File: config.mk
export PLATFORM = sky130hd
export DESIGN_NAME = scratch_page_slot_allocator_unit
export DESIGN_NICKNAME = d
export VERILOG_FILES = /design/src/rtl/spsa_pkg.sv /design/src/rtl/scratch_page_slot_allocator_unit.sv /design/src/rtl/spsa_bitmap_mem.sv /design/src/rtl/spsa_pte_mem.sv
export VERILOG_INCLUDE_DIRS = /design/src /design/src/rtl
export SDC_FILE = /design/constraint.sdc
export NUM_CORES = 2
export LEC_CHECK = 0
export BUFFER_PORTS_ARGS = -buffer_cell sky130_fd_sc_hd__clkbuf_2
export CAP_MARGIN = 20
export CORE_AREA = 3 3 330 332
export DETAILED_ROUTE_END_ITERATION = 8
export DIE_AREA = 0 0 333 335
export GPL_TIMING_DRIVEN = 1
export SLEW_MARGIN = 20
export SYNTH_ARGS = -nofsm -noshare
export SYNTH_HDL_FRONTEND = slang
export SYNTH_SLANG_ARGS = --single-unit
export TNS_END_PERCENT = 50
File: constraint.sdc
create_clock -name clk -period 21.7 [get_ports clk]
set_input_delay 2.17 -clock clk [delete_from_list [all_inputs] [get_ports clk]]
set_output_delay 2.17 -clock clk [all_outputs]
set_load 0.005 [all_outputs]
File: src/rtl/scratch_page_slot_allocator_unit_macros.svh
// Assertion helpers for the allocator unit RTL; empty when SYNTH is defined.
`ifndef SCRATCH_PAGE_SLOT_ALLOCATOR_UNIT_MACROS_SVH
`define SCRATCH_PAGE_SLOT_ALLOCATOR_UNIT_MACROS_SVH

`ifndef SYNTH
// same-cycle implication, checked out of reset
`define SPSA_ASSERT_IMPL(lbl, ante, cons) \
  lbl: assert property (@(posedge clk) disable iff (!rst_n) (ante) |-> (cons)) \
    else $error("spsa: implication check failed");
// next-cycle implication, checked out of reset
`define SPSA_ASSERT_NEXT(lbl, ante, cons) \
  lbl: assert property (@(posedge clk) disable iff (!rst_n) (ante) |=> (cons)) \
    else $error("spsa: next-cycle check failed");
// condition that must never hold
`define SPSA_ASSERT_NEVER(lbl, cond) \
  lbl: assert property (@(posedge clk) disable iff (!rst_n) !(cond)) \
    else $error("spsa: forbidden condition seen");
`else
`define SPSA_ASSERT_IMPL(lbl, ante, cons)
`define SPSA_ASSERT_NEXT(lbl, ante, cons)
`define SPSA_ASSERT_NEVER(lbl, cond)
`endif

`endif

File: src/rtl/spsa_pkg.sv
`timescale 1ns / 1ps
package spsa_pkg;

  localparam int PAGE_W         = 52;
  localparam int FRAME_W        = 40;
  localparam int FRAME_SHIFT    = 12;
  localparam int IDX_W          = 9;
  localparam int PTE_W          = 64;
  localparam int BM_WORD_W      = 64;
  localparam int BM_BIT_W       = 6;
  localparam int BM_BYTES       = 8;
  localparam int BM_BYTE_W      = 3;
  localparam int BM_ADDR_MAX_W  = 6;
  localparam int SLOT_IDX_MAX_W = 12;

  localparam logic [FRAME_SHIFT-1:0] ENTRY_FLAGS = 12'h003;

  localparam logic [1:0] ACT_ALLOC    = 2'd0;
  localparam logic [1:0] ACT_REASSIGN = 2'd1;
  localparam logic [1:0] ACT_FREE     = 2'd2;

  typedef struct packed {
    logic [1:0]         action;
    logic [PAGE_W-1:0]  virt_page;
    logic [FRAME_W-1:0] phys_frame;
  } in_item_t;

  typedef struct packed {
    logic               ok;
    logic [PAGE_W-1:0]  slot_page;
    logic               entry_written;
    logic [IDX_W-1:0]   entry_index;
    logic [PAGE_W-1:0]  entry_value;
    logic               flush_page;
  } out_item_t;

  typedef struct packed {
    logic                     rd_en;
    logic [BM_ADDR_MAX_W-1:0] rd_addr;
    logic                     wr_en;
    logic [BM_ADDR_MAX_W-1:0] wr_addr;
    logic [BM_WORD_W-1:0]     wr_data;
  } bm_req_t;

  typedef struct packed {
    logic                      wr_en;
    logic [SLOT_IDX_MAX_W-1:0] wr_addr;
    logic [PTE_W-1:0]          wr_data;
  } pte_req_t;

  typedef enum logic [1:0] {
    ST_IDLE,
    ST_DECODE,
    ST_CHECK,
    ST_PICK
  } st_t;

endpackage

File: src/rtl/scratch_page_slot_allocator_unit.sv
`timescale 1ns / 1ps
// Reassign, out-of-window and unused commands end in DECODE; free reads the bitmap
// word in DECODE and clears the bit in CHECK; allocate scans words from word 0, one
// word per CHECK pass, then marks the slot in PICK, or ends in CHECK when full. One
// command in flight: start is taken only in IDLE, which the FSM reenters as the
// result strobe rises. The result strobe lasts one cycle and cannot be stalled.
// Reset (rst_n low, synchronous): bitmap reads all clear, window base 0, FSM idle.
`include "scratch_page_slot_allocator_unit_macros.svh"
module scratch_page_slot_allocator_unit import spsa_pkg::*; #(
  parameter int TABLE_COUNT       = 1,
  parameter int ENTRIES_PER_TABLE = 512
) (
  input  logic              clk,
  input  logic              rst_n,
  input  logic              start,
  output logic              busy,
  input  in_item_t          in_data,
  output logic              out_valid,
  output out_item_t         out_data,
  input  logic              cfg_valid,
  output logic              cfg_ready,
  input  logic [PAGE_W-1:0] cfg_data
);

  localparam int SLOT_COUNT = TABLE_COUNT * ENTRIES_PER_TABLE;
  localparam int WORDS      = SLOT_COUNT / BM_WORD_W;
  localparam int WB         = $clog2(WORDS);
  localparam int SIW        = WB + BM_BIT_W;

  st_t                  state_r, state_nxt;
  logic [1:0]           act_r, act_nxt;
  logic [PAGE_W-1:0]    vpage_r, vpage_nxt;
  logic [FRAME_W-1:0]   frm_r, frm_nxt;
  logic [PAGE_W-1:0]    off_r, off_nxt;
  logic [PAGE_W-1:0]    base_r;
  logic [WB-1:0]        scan_r, scan_nxt;
  logic [BM_BYTE_W-1:0] bsel_r, bsel_nxt;
  logic [7:0]           byte_r, byte_nxt;
  logic [BM_WORD_W-1:0] word_r, word_nxt;
  out_item_t            out_r, out_nxt;
  logic                 out_valid_r, out_load;

  bm_req_t              bm_req;
  pte_req_t             pte_req;
  logic [BM_WORD_W-1:0] rd_word;

  logic                 in_win;
  logic                 scan_last;
  logic                 has_zero;
  logic [BM_BYTE_W-1:0] zbyte;
  logic [BM_BYTE_W-1:0] zbit;
  logic [BM_BIT_W-1:0]  pick_bit;
  logic [SIW-1:0]       pick_idx;
  logic [SIW-1:0]       off_idx;
  logic [PAGE_W-1:0]    entry;

  spsa_bitmap_mem #(.WORDS(WORDS)) u_bitmap (
    .clk     (clk),
    .rst_n   (rst_n),
    .req     (bm_req),
    .rd_word (rd_word)
  );

  spsa_pte_mem #(.ENTRIES(SLOT_COUNT)) u_pte (
    .clk (clk),
    .req (pte_req)
  );

  assign busy      = (state_r != ST_IDLE);
  assign cfg_ready = 1'b1;
  assign out_valid = out_valid_r;
  assign out_data  = out_r;

  // decode helpers
  assign in_win    = (off_r < PAGE_W'(SLOT_COUNT));
  assign scan_last = (scan_r == WB'(WORDS - 1));
  assign off_idx   = off_r[SIW-1:0];
  assign entry     = {frm_r, ENTRY_FLAGS};
  assign pick_bit  = {bsel_r, zbit};
  assign pick_idx  = {scan_r, pick_bit};

  // find the first byte of the read word that has a clear bit
  always_comb begin
    zbyte    = '0;
    has_zero = 1'b0;
    for (int i = BM_BYTES - 1; i >= 0; i--) begin
      if (rd_word[i*8 +: 8] != 8'hFF) begin
        zbyte    = BM_BYTE_W'(i);
        has_zero = 1'b1;
      end
    end
  end

  // find the first clear bit inside the chosen byte
  always_comb begin
    zbit = '0;
    for (int j = 7; j >= 0; j--) begin
      if (!byte_r[j]) begin
        zbit = BM_BYTE_W'(j);
      end
    end
  end

  // next state
  always_comb begin
    state_nxt = state_r;
    case (state_r)
      ST_IDLE: begin
        if (start) state_nxt = ST_DECODE;
      end
      ST_DECODE: begin
        if (act_r == ACT_ALLOC || (act_r == ACT_FREE && in_win)) state_nxt = ST_CHECK;
        else state_nxt = ST_IDLE;
      end
      ST_CHECK: begin
        if (act_r == ACT_ALLOC) begin
          if (has_zero) state_nxt = ST_PICK;
          else if (scan_last) state_nxt = ST_IDLE;
        end else begin
          state_nxt = ST_IDLE;
        end
      end
      ST_PICK: begin
        state_nxt = ST_IDLE;
      end
      default: state_nxt = ST_IDLE;
    endcase
  end

  // memory requests, datapath updates and result
  always_comb begin
    act_nxt   = act_r;
    vpage_nxt = vpage_r;
    frm_nxt   = frm_r;
    off_nxt   = off_r;
    scan_nxt  = scan_r;
    bsel_nxt  = bsel_r;
    byte_nxt  = byte_r;
    word_nxt  = word_r;
    bm_req    = '0;
    pte_req   = '0;
    out_nxt   = '0;
    out_load  = 1'b0;
    case (state_r)
      ST_IDLE: begin
        // latch the command beat
        if (start) begin
          act_nxt   = in_data.action;
          vpage_nxt = in_data.virt_page;
          frm_nxt   = in_data.phys_frame;
          off_nxt   = in_data.virt_page - base_r;
        end
      end
      ST_DECODE: begin
        if (act_r == ACT_ALLOC) begin
          scan_nxt       = '0;
          bm_req.rd_en   = 1'b1;
          bm_req.rd_addr = '0;
        end else if (act_r == ACT_REASSIGN || act_r == ACT_FREE) begin
          if (!in_win) begin
            out_nxt.slot_page = vpage_r;
            out_load          = 1'b1;
          end else if (act_r == ACT_REASSIGN) begin
            pte_req.wr_en         = 1'b1;
            pte_req.wr_addr       = SLOT_IDX_MAX_W'(off_idx);
            pte_req.wr_data       = PTE_W'(entry);
            out_nxt.ok            = 1'b1;
            out_nxt.slot_page     = vpage_r;
            out_nxt.entry_written = 1'b1;
            out_nxt.entry_index   = off_idx[IDX_W-1:0];
            out_nxt.entry_value   = entry;
            out_nxt.flush_page    = 1'b1;
            out_load              = 1'b1;
          end else begin
            bm_req.rd_en   = 1'b1;
            bm_req.rd_addr = BM_ADDR_MAX_W'(off_idx[SIW-1:BM_BIT_W]);
          end
        end else begin
          // unused action code: all-zero result
          out_load = 1'b1;
        end
      end
      ST_CHECK: begin
        if (act_r == ACT_ALLOC) begin
          if (has_zero) begin
            bsel_nxt = zbyte;
            byte_nxt = rd_word[zbyte*8 +: 8];
            word_nxt = rd_word;
          end else if (scan_last) begin
            out_load = 1'b1;
          end else begin
            scan_nxt       = scan_r + 1'b1;
            bm_req.rd_en   = 1'b1;
            bm_req.rd_addr = BM_ADDR_MAX_W'(scan_r + 1'b1);
          end
        end else begin
          // free: clear the addressed bit and write the word back
          bm_req.wr_en      = 1'b1;
          bm_req.wr_addr    = BM_ADDR_MAX_W'(off_idx[SIW-1:BM_BIT_W]);
          bm_req.wr_data    = rd_word & ~(BM_WORD_W'(1) << off_idx[BM_BIT_W-1:0]);
          out_nxt.ok        = 1'b1;
          out_nxt.slot_page = vpage_r;
          out_load          = 1'b1;
        end
      end
      ST_PICK: begin
        // mark the slot used, write its entry and report it
        bm_req.wr_en          = 1'b1;
        bm_req.wr_addr        = BM_ADDR_MAX_W'(scan_r);
        bm_req.wr_data        = word_r | (BM_WORD_W'(1) << pick_bit);
        pte_req.wr_en         = 1'b1;
        pte_req.wr_addr       = SLOT_IDX_MAX_W'(pick_idx);
        pte_req.wr_data       = PTE_W'(entry);
        out_nxt.ok            = 1'b1;
        out_nxt.slot_page     = base_r + PAGE_W'(pick_idx);
        out_nxt.entry_written = 1'b1;
        out_nxt.entry_index   = pick_idx[IDX_W-1:0];
        out_nxt.entry_value   = entry;
        out_nxt.flush_page    = 1'b1;
        out_load              = 1'b1;
      end
      default: begin
      end
    endcase
  end

  // control registers
  always_ff @(posedge clk) begin
    if (!rst_n) begin
      state_r     <= ST_IDLE;
      base_r      <= '0;
      out_valid_r <= 1'b0;
    end else begin
      state_r     <= state_nxt;
      out_valid_r <= out_load;
      if (cfg_valid && cfg_ready) begin
        base_r <= cfg_data;
      end
    end
  end

  // payload registers
  always_ff @(posedge clk) begin
    act_r   <= act_nxt;
    vpage_r <= vpage_nxt;
    frm_r   <= frm_nxt;
    off_r   <= off_nxt;
    scan_r  <= scan_nxt;
    bsel_r  <= bsel_nxt;
    byte_r  <= byte_nxt;
    word_r  <= word_nxt;
    if (out_load) begin
      out_r <= out_nxt;
    end
  end

  `SPSA_ASSERT_IMPL(a_strobe_after_work, out_valid, $past(busy))
  `SPSA_ASSERT_NEVER(a_bm_no_rd_wr_overlap, bm_req.rd_en && bm_req.wr_en)
  `SPSA_ASSERT_NEXT(a_start_enters_decode, start && !busy, state_r == ST_DECODE)
  `SPSA_ASSERT_IMPL(a_written_entry_flushed, out_valid && out_data.entry_written,
                    out_data.ok && out_data.flush_page)

endmodule

File: src/rtl/spsa_bitmap_mem.sv
`timescale 1ns / 1ps
module spsa_bitmap_mem import spsa_pkg::*; #(
  parameter int WORDS = 8
) (
  input  logic                 clk,
  input  logic                 rst_n,
  input  bm_req_t              req,
  output logic [BM_WORD_W-1:0] rd_word
);

  localparam int AW = $clog2(WORDS);

  logic [BM_WORD_W-1:0] mem [WORDS];
  logic [WORDS-1:0]     vld_r;
  logic [BM_WORD_W-1:0] rdata_r;
  logic                 rvld_r;

  // storage array: one write and one registered read per cycle
  always_ff @(posedge clk) begin
    if (req.wr_en) begin
      mem[req.wr_addr[AW-1:0]] <= req.wr_data;
    end
    if (req.rd_en) begin
      rdata_r <= mem[req.rd_addr[AW-1:0]];
    end
  end

  // track written words so that reset reads as all clear
  always_ff @(posedge clk) begin
    if (!rst_n) begin
      vld_r  <= '0;
      rvld_r <= 1'b0;
    end else begin
      if (req.wr_en) begin
        vld_r[req.wr_addr[AW-1:0]] <= 1'b1;
      end
      if (req.rd_en) begin
        rvld_r <= vld_r[req.rd_addr[AW-1:0]];
      end
    end
  end

  assign rd_word = rvld_r ? rdata_r : '0;

endmodule

File: src/rtl/spsa_pte_mem.sv
`timescale 1ns / 1ps
module spsa_pte_mem import spsa_pkg::*; #(
  parameter int ENTRIES = 512
) (
  input  logic     clk,
  input  pte_req_t req
);

  localparam int AW = $clog2(ENTRIES);

  logic [PTE_W-1:0] mem [ENTRIES];

  // write the page table entry
  always_ff @(posedge clk) begin
    if (req.wr_en) begin
      mem[req.wr_addr[AW-1:0]] <= req.wr_data;
    end
  end

endmodule
* After elaboration in Yosys (flattened, before gate mapping)
Memory sizes are Yosys's and may differ from the RTL's. A register that Yosys moved wholly into a read port is not among the register bits.
Cells that the tools add are included.
** Operators by class
- $add $sub $neg :: 4
- $lt $le $gt $ge :: 4
- Equal/unequal tests :: 20
- Shift operators :: 3
- Muxes and demuxes :: 69
- Bitwise gates (word level) :: 4
- Reductions and logical operators :: 12
** Operator list (number)
- 116-bit two-way mux :: 3
- 53-bit one-hot mux with 3 select lines :: 1
- 71-bit one-hot mux with 2 select lines :: 1
- 1-bit by 6-bit << shifter with 64-bit output (first input constant) :: 2
- 63-bit one-hot mux with 2 select lines :: 1
- 71-bit two-way mux :: 1
- 64-bit AND :: 1
- 64-bit two-way mux :: 1
- 8-bit inequality test (second input constant) :: 8
- 64-bit inverter :: 1
- 64-bit OR :: 1
- 64-bit by 7-bit indexed part select with 8-bit output :: 1
- 63-bit two-way mux :: 1
- 3-bit two-way mux :: 20
- 53-bit two-way mux :: 1
- 52-bit by 9-bit adder with 52-bit output :: 1
- 52-bit by 10-bit less-than comparator with 1-bit output (second input constant) :: 1
- 52-bit two-way mux :: 1
- 52-bit subtractor :: 1
- 7-bit two-way mux :: 7
- 1-bit two-way mux :: 20
- 7-bit one-hot mux with 2 select lines :: 1
- 2-bit two-way mux :: 5
- 2-bit inequality test (second input constant) :: 5
- other kinds (21) :: 30
** Storage, ports and cells
- Flip-flop bits (word level) :: 404
- RAM bits :: 512
- Input port bits :: 150
- Memories :: 1
** Memories
- u_bitmap.mem :: words 8, bits a word 64, rd ports 1, clocked after Yosys merged registers in 1, write ports 1, RTL line spsa_bitmap_mem.sv:13 : logic [BM_WORD_W-1:0] mem [WORDS];

* Logic depth before layout (Yosys ltp)
- Depth after elaboration :: 16
- Gate-level depth with buffers :: 17

* Cells and area by module
Synthesis repeated with hierarchy kept, for this count alone.
** Second synthesis, totals
- Cells, all modules :: 2776
- Area total of the unflattened synthesis :: 42094.1 um^2
** Modules (own cells, without submodules)
- spsa_bitmap_mem :: times used 1, cells each 913, area each 21926.0 um^2, sequential area each 17476.8 um^2
- scratch_page_slot_allocator_unit :: times used 1, cells each 1863, area each 20168.1 um^2, sequential area each 10920.5 um^2

* Least setup slack after synthesis
No wires, ideal clock.
- Path kind :: reg2reg
- Start point :: reg u_bitmap.rvld_r
- End point :: reg u_bitmap.rvld_r
- Arrival time :: 7.073 ns
- Path slack :: 14.528 ns
- Cell stages (with the launch flop) :: 10
- Buffers on the path :: 1
- Clock period less this slack :: 7.172 ns
- Cell sequence :: dfxtp_1 buf_4 nand2_1 nor4_4 nand4_1 or2_1 o32ai_1 and3_1 o211ai_1 o211ai_1
** RTL lines
- start: declaration :: RTL line spsa_bitmap_mem.sv:16 : logic rvld_r;
- start signal: assignment :: RTL line spsa_bitmap_mem.sv:38 : rvld_r <= vld_r[req.rd_addr[AW-1:0]];

* Final worst setup path
- Start point :: in in_data[41] (netlist bit)
- End point :: reg off_r[47] (data pin)
** Between the ends
- Cells in the longest elaborated chain, start to end :: 1
** RTL lines
- start: declaration :: RTL line scratch_page_slot_allocator_unit.sv:17 : input in_item_t in_data,
- 52-bit subtractor :: RTL line scratch_page_slot_allocator_unit.sv:151 : off_nxt = in_data.virt_page - base_r;
- end signal: assignment :: RTL line scratch_page_slot_allocator_unit.sv:247 : off_r <= off_nxt;
- end: declaration :: RTL line scratch_page_slot_allocator_unit.sv:34 : logic [PAGE_W-1:0] off_r, off_nxt;
Every way passes these cells.
A chain may end at the register's enable or synchronous reset.

==> impl_metrics.tcl <==
set metrics [dict create \
    ff2ff_setup_slack_ps 17080 \
    peakVddDrop_v 0.0000620 \
    worst_hold_slack_ps 465 \
    synth_ff_type "edfxtp_1" \
    fin_util 0.466 \
    die_height_microns 335 \
    ios 269 \
    ys_types 85 \
    dp.cells 4694 \
    grt_pass1_vias 27000 \
    hp-class "flop to flop" \
    reg2reg_depth 9 \
    regToRegEndpoint "out_data[72]$_DFFE_PP_" \
    tightest_slew_ps 1150 \
    setup_viol 0 \
    route.final.wire_length_mm 116 \
    io_buffers 257 \
    syn_avg_cell_area_sq_um 13.8 \
    grt_start_max_net_pins 129 \
    drt_pre_antenna_iters 6 \
    worst_ep_arrival_time_ps 5080 \
    rows 120 \
    required_ps 22120 \
    antenna_left 0 \
    relSlewSlack 0.235 \
    clock_latency_ps 690 \
    final_hold_viol_count 0 \
    hp-start "u_bitmap.vld_r[6]$_SDFFE_PN0P_" \
    final_nets 3616 \
    cap_viol_max_count 0 \
    fin_ws_ps 17040 \
    clock-root-buffer "clkbuf_16" \
    initial_core_util 0.408 \
    holdBufCountCts 0 \
    clockBufferDepth 3 \
    clock.fmax_ghz 0.215 \
    fin_crit_ps 4660 \
    routabilityCongestion 0.922 \
    finalSetupTns_ps 0 \
    postCtsResizedCells 0 \
    post_drt_via_cell_ratio 5.66 \
    cts_post_setup_buffers_inserted 0 \
    hpwl_mm 72.7 \
    status "complete, no violations" \
    clk_pin_slew_worst_paths_ps 60 \
    skew_ps 34.7 \
    nFillCells 9427 \
    synth_edf_count 903 \
    dieArea_sq_mm 0.112 \
    worstHoldEndpoint "u_bitmap.vld_r[6]$_SDFFE_PN0P_" \
    wl_per_cell_microns 23.6 \
    ys_ff_latch 967 \
    end_kind "flop" \
    track_usage 0.203 \
    crit_fanout 5 \
    core_sq_mm 0.107 \
    htree_num_levels 3 \
    drc_errors 0 \
    whs_path_depth 1 \
    yosys_warnings 0 \
    slew_violations 0 \
    synth_cells 3158 \
    timing.rr.start "u_bitmap.rvld_r$_SDFFE_PN0P_" \
    die_w_microns 333 \
    fin_cells 4886 \
    rsz0062_at_grt "no" \
    pre_cts_ws_ps 16400 \
    cp-start-kind "input port" \
    antenna_found_initial 7 \
    netlist_area_sq_mm 0.0435 \
    criticalPathCategory "input port to flop" \
    area_growth_pct 14.1 \
    clock-sinks 967 \
    drive_gt1_frac 0.166 \
    vias 27600 \
    ys_seq_area_frac 0.652 \
    cts_tree "built" \
    p_leak_uw 0.0183 \
    powerDensity_mw_per_mm2 82.2 \
    numCtsBuffers 101 \
    drt_iter0_drc 2603 \
    fin_crit_sh 0.215 \
    synthArstFlopShare 0 \
    grt_first_pass_wirelength_mm 173 \
    overflow 0 \
]
-- kinds of logic (layout without fill, tap and decap cells) --
group           Yosys count  after routing  synth area share
compound gates          654            654             0.101
xor+xnor                 51             51            0.0103
fa+ha+maj                71             71            0.0207
buf+inv                 280            593            0.0293
flops                   967            967             0.652
mux                     412            412            0.0966
other cells               2             14          0.000172
simple gates            721            721            0.0900
-- synth_stat cells, drive strengths merged, types with 24 or more instances --
library cell / count / area, sq um
o211ai: 78 / 591
o21ai: 124 / 621
nor2b: 108 / 676
a31oi: 24 / 150
dfxtp: 64 / 1280
a21oi: 162 / 811
mux2: 67 / 754
nand2: 138 / 523
a22oi: 27 / 203
buf: 89 / 557
nor3: 37 / 211
clkbuf: 92 / 349
xnor2: 31 / 272
ha: 69 / 863
a21o: 31 / 233
nand4: 32 / 200
a221oi: 69 / 604
nor4: 36 / 285
edfxtp: 903 / 27100
nand3: 92 / 460
and2: 64 / 400
inv: 99 / 372
nor2: 111 / 427
mux2i: 345 / 3450
-- registers in the layout, indices dropped and copies added (netlist names) --
register / flops
off_r: 52
state_r: 2
u_bitmap.vld_r: 8
vpage_r: 52
byte_r: 8
out_valid: 1
scan_r: 3
u_bitmap.rvld_r: 1
act_r: 2
word_r: 64
bsel_r: 3
out_data: 103
frm_r: 40
base_r: 52
u_bitmap.rdata_r: 64
u_bitmap.mem: 512
-- routing by layer --
metal	GRT usage	vias up	share of wire
met4	0.0549	8	0.025
met5	0	-	0.00053
met3	0.0332	189	0.062
li1	-	12700	-
met1	0.278	13800	0.43
met2	0.335	958	0.48
-- worst max-delay path by stage --
stage | startpoint | end
6_report | in_data[41] | off_r[47]$_DFFE_PP_
3_5_place_dp | in_data[41] | off_r[47]$_DFFE_PP_
2_1_floorplan | u_bitmap.rvld_r$_SDFFE_PN0P_ | u_bitmap.rvld_r$_SDFFE_PN0P_
5_1_grt | in_data[40] | off_r[46]$_DFFE_PP_
4_1_cts | u_bitmap.rvld_r$_SDFFE_PN0P_ | out_data[16]$_DFFE_PP_
3_3_place_gp | in_data[41] | off_r[47]$_DFFE_PP_
-- area by class of cell --
cell class              instances  area, sq um  area share
flip-flops and latches        967        28400       0.572
multi-input cells            1920        14100       0.283
clock buffers                 131         2720      0.0548
well taps                    1403         1760      0.0353
repair buffers                306         1690      0.0341
clock inverters                57          656      0.0132
inverters                      99          372     0.00748
diodes                          3         7.51    0.000151
-- power breakdown --
group	total (uW)	switching, uW	internal [uW]
clock network	1760	732	1030
logic	222	139	82.3
registers	2100	25.2	2070
total	4090	896	3190
-- through the flow --
step,power (uW),area (sq um)
2_1_floorplan,2280,43600
3_3_place_gp,2360,46300
3_5_place_dp,2360,46300
4_1_cts,4120,49600
5_1_grt,4210,49700
6_report,4090,49700
-- critical path: stages --
cell and delay (ps):
clkbuf_2 100, ha_1 280, nor2b_1 140, o31ai_1 450, a211oi_1 240, o31ai_1 660, a21oi_1 270, a211oi_2 440
o21ai_0 170, xor2_1 160
-- placed cells by master, fill, tap and decap left out, drive strengths merged, types with 20 or more instances in the layout --
| cell | instances |
|---|---|
| a21o | 31 |
| a31oi | 24 |
| nor2 | 111 |
| o21a | 20 |
| xnor2 | 31 |
| nor2b | 108 |
| inv | 106 |
| or4 | 21 |
| nand2 | 138 |
| a211oi | 20 |
| nor3 | 37 |
| nand3 | 92 |
| o21ai | 124 |
| buf | 50 |
| o211ai | 78 |
| and3 | 23 |
| dfxtp | 64 |
| and2 | 64 |
| a21oi | 162 |
| clkinv | 34 |
| xor2 | 20 |
| nand4 | 32 |
| mux2 | 67 |
| a22oi | 27 |
| mux2i | 345 |
| clkbuf | 387 |
| ha | 69 |
| nor4 | 36 |
| a221oi | 69 |
| edfxtp | 903 |
Note: power is estimated with default switching activity, not from simulation.
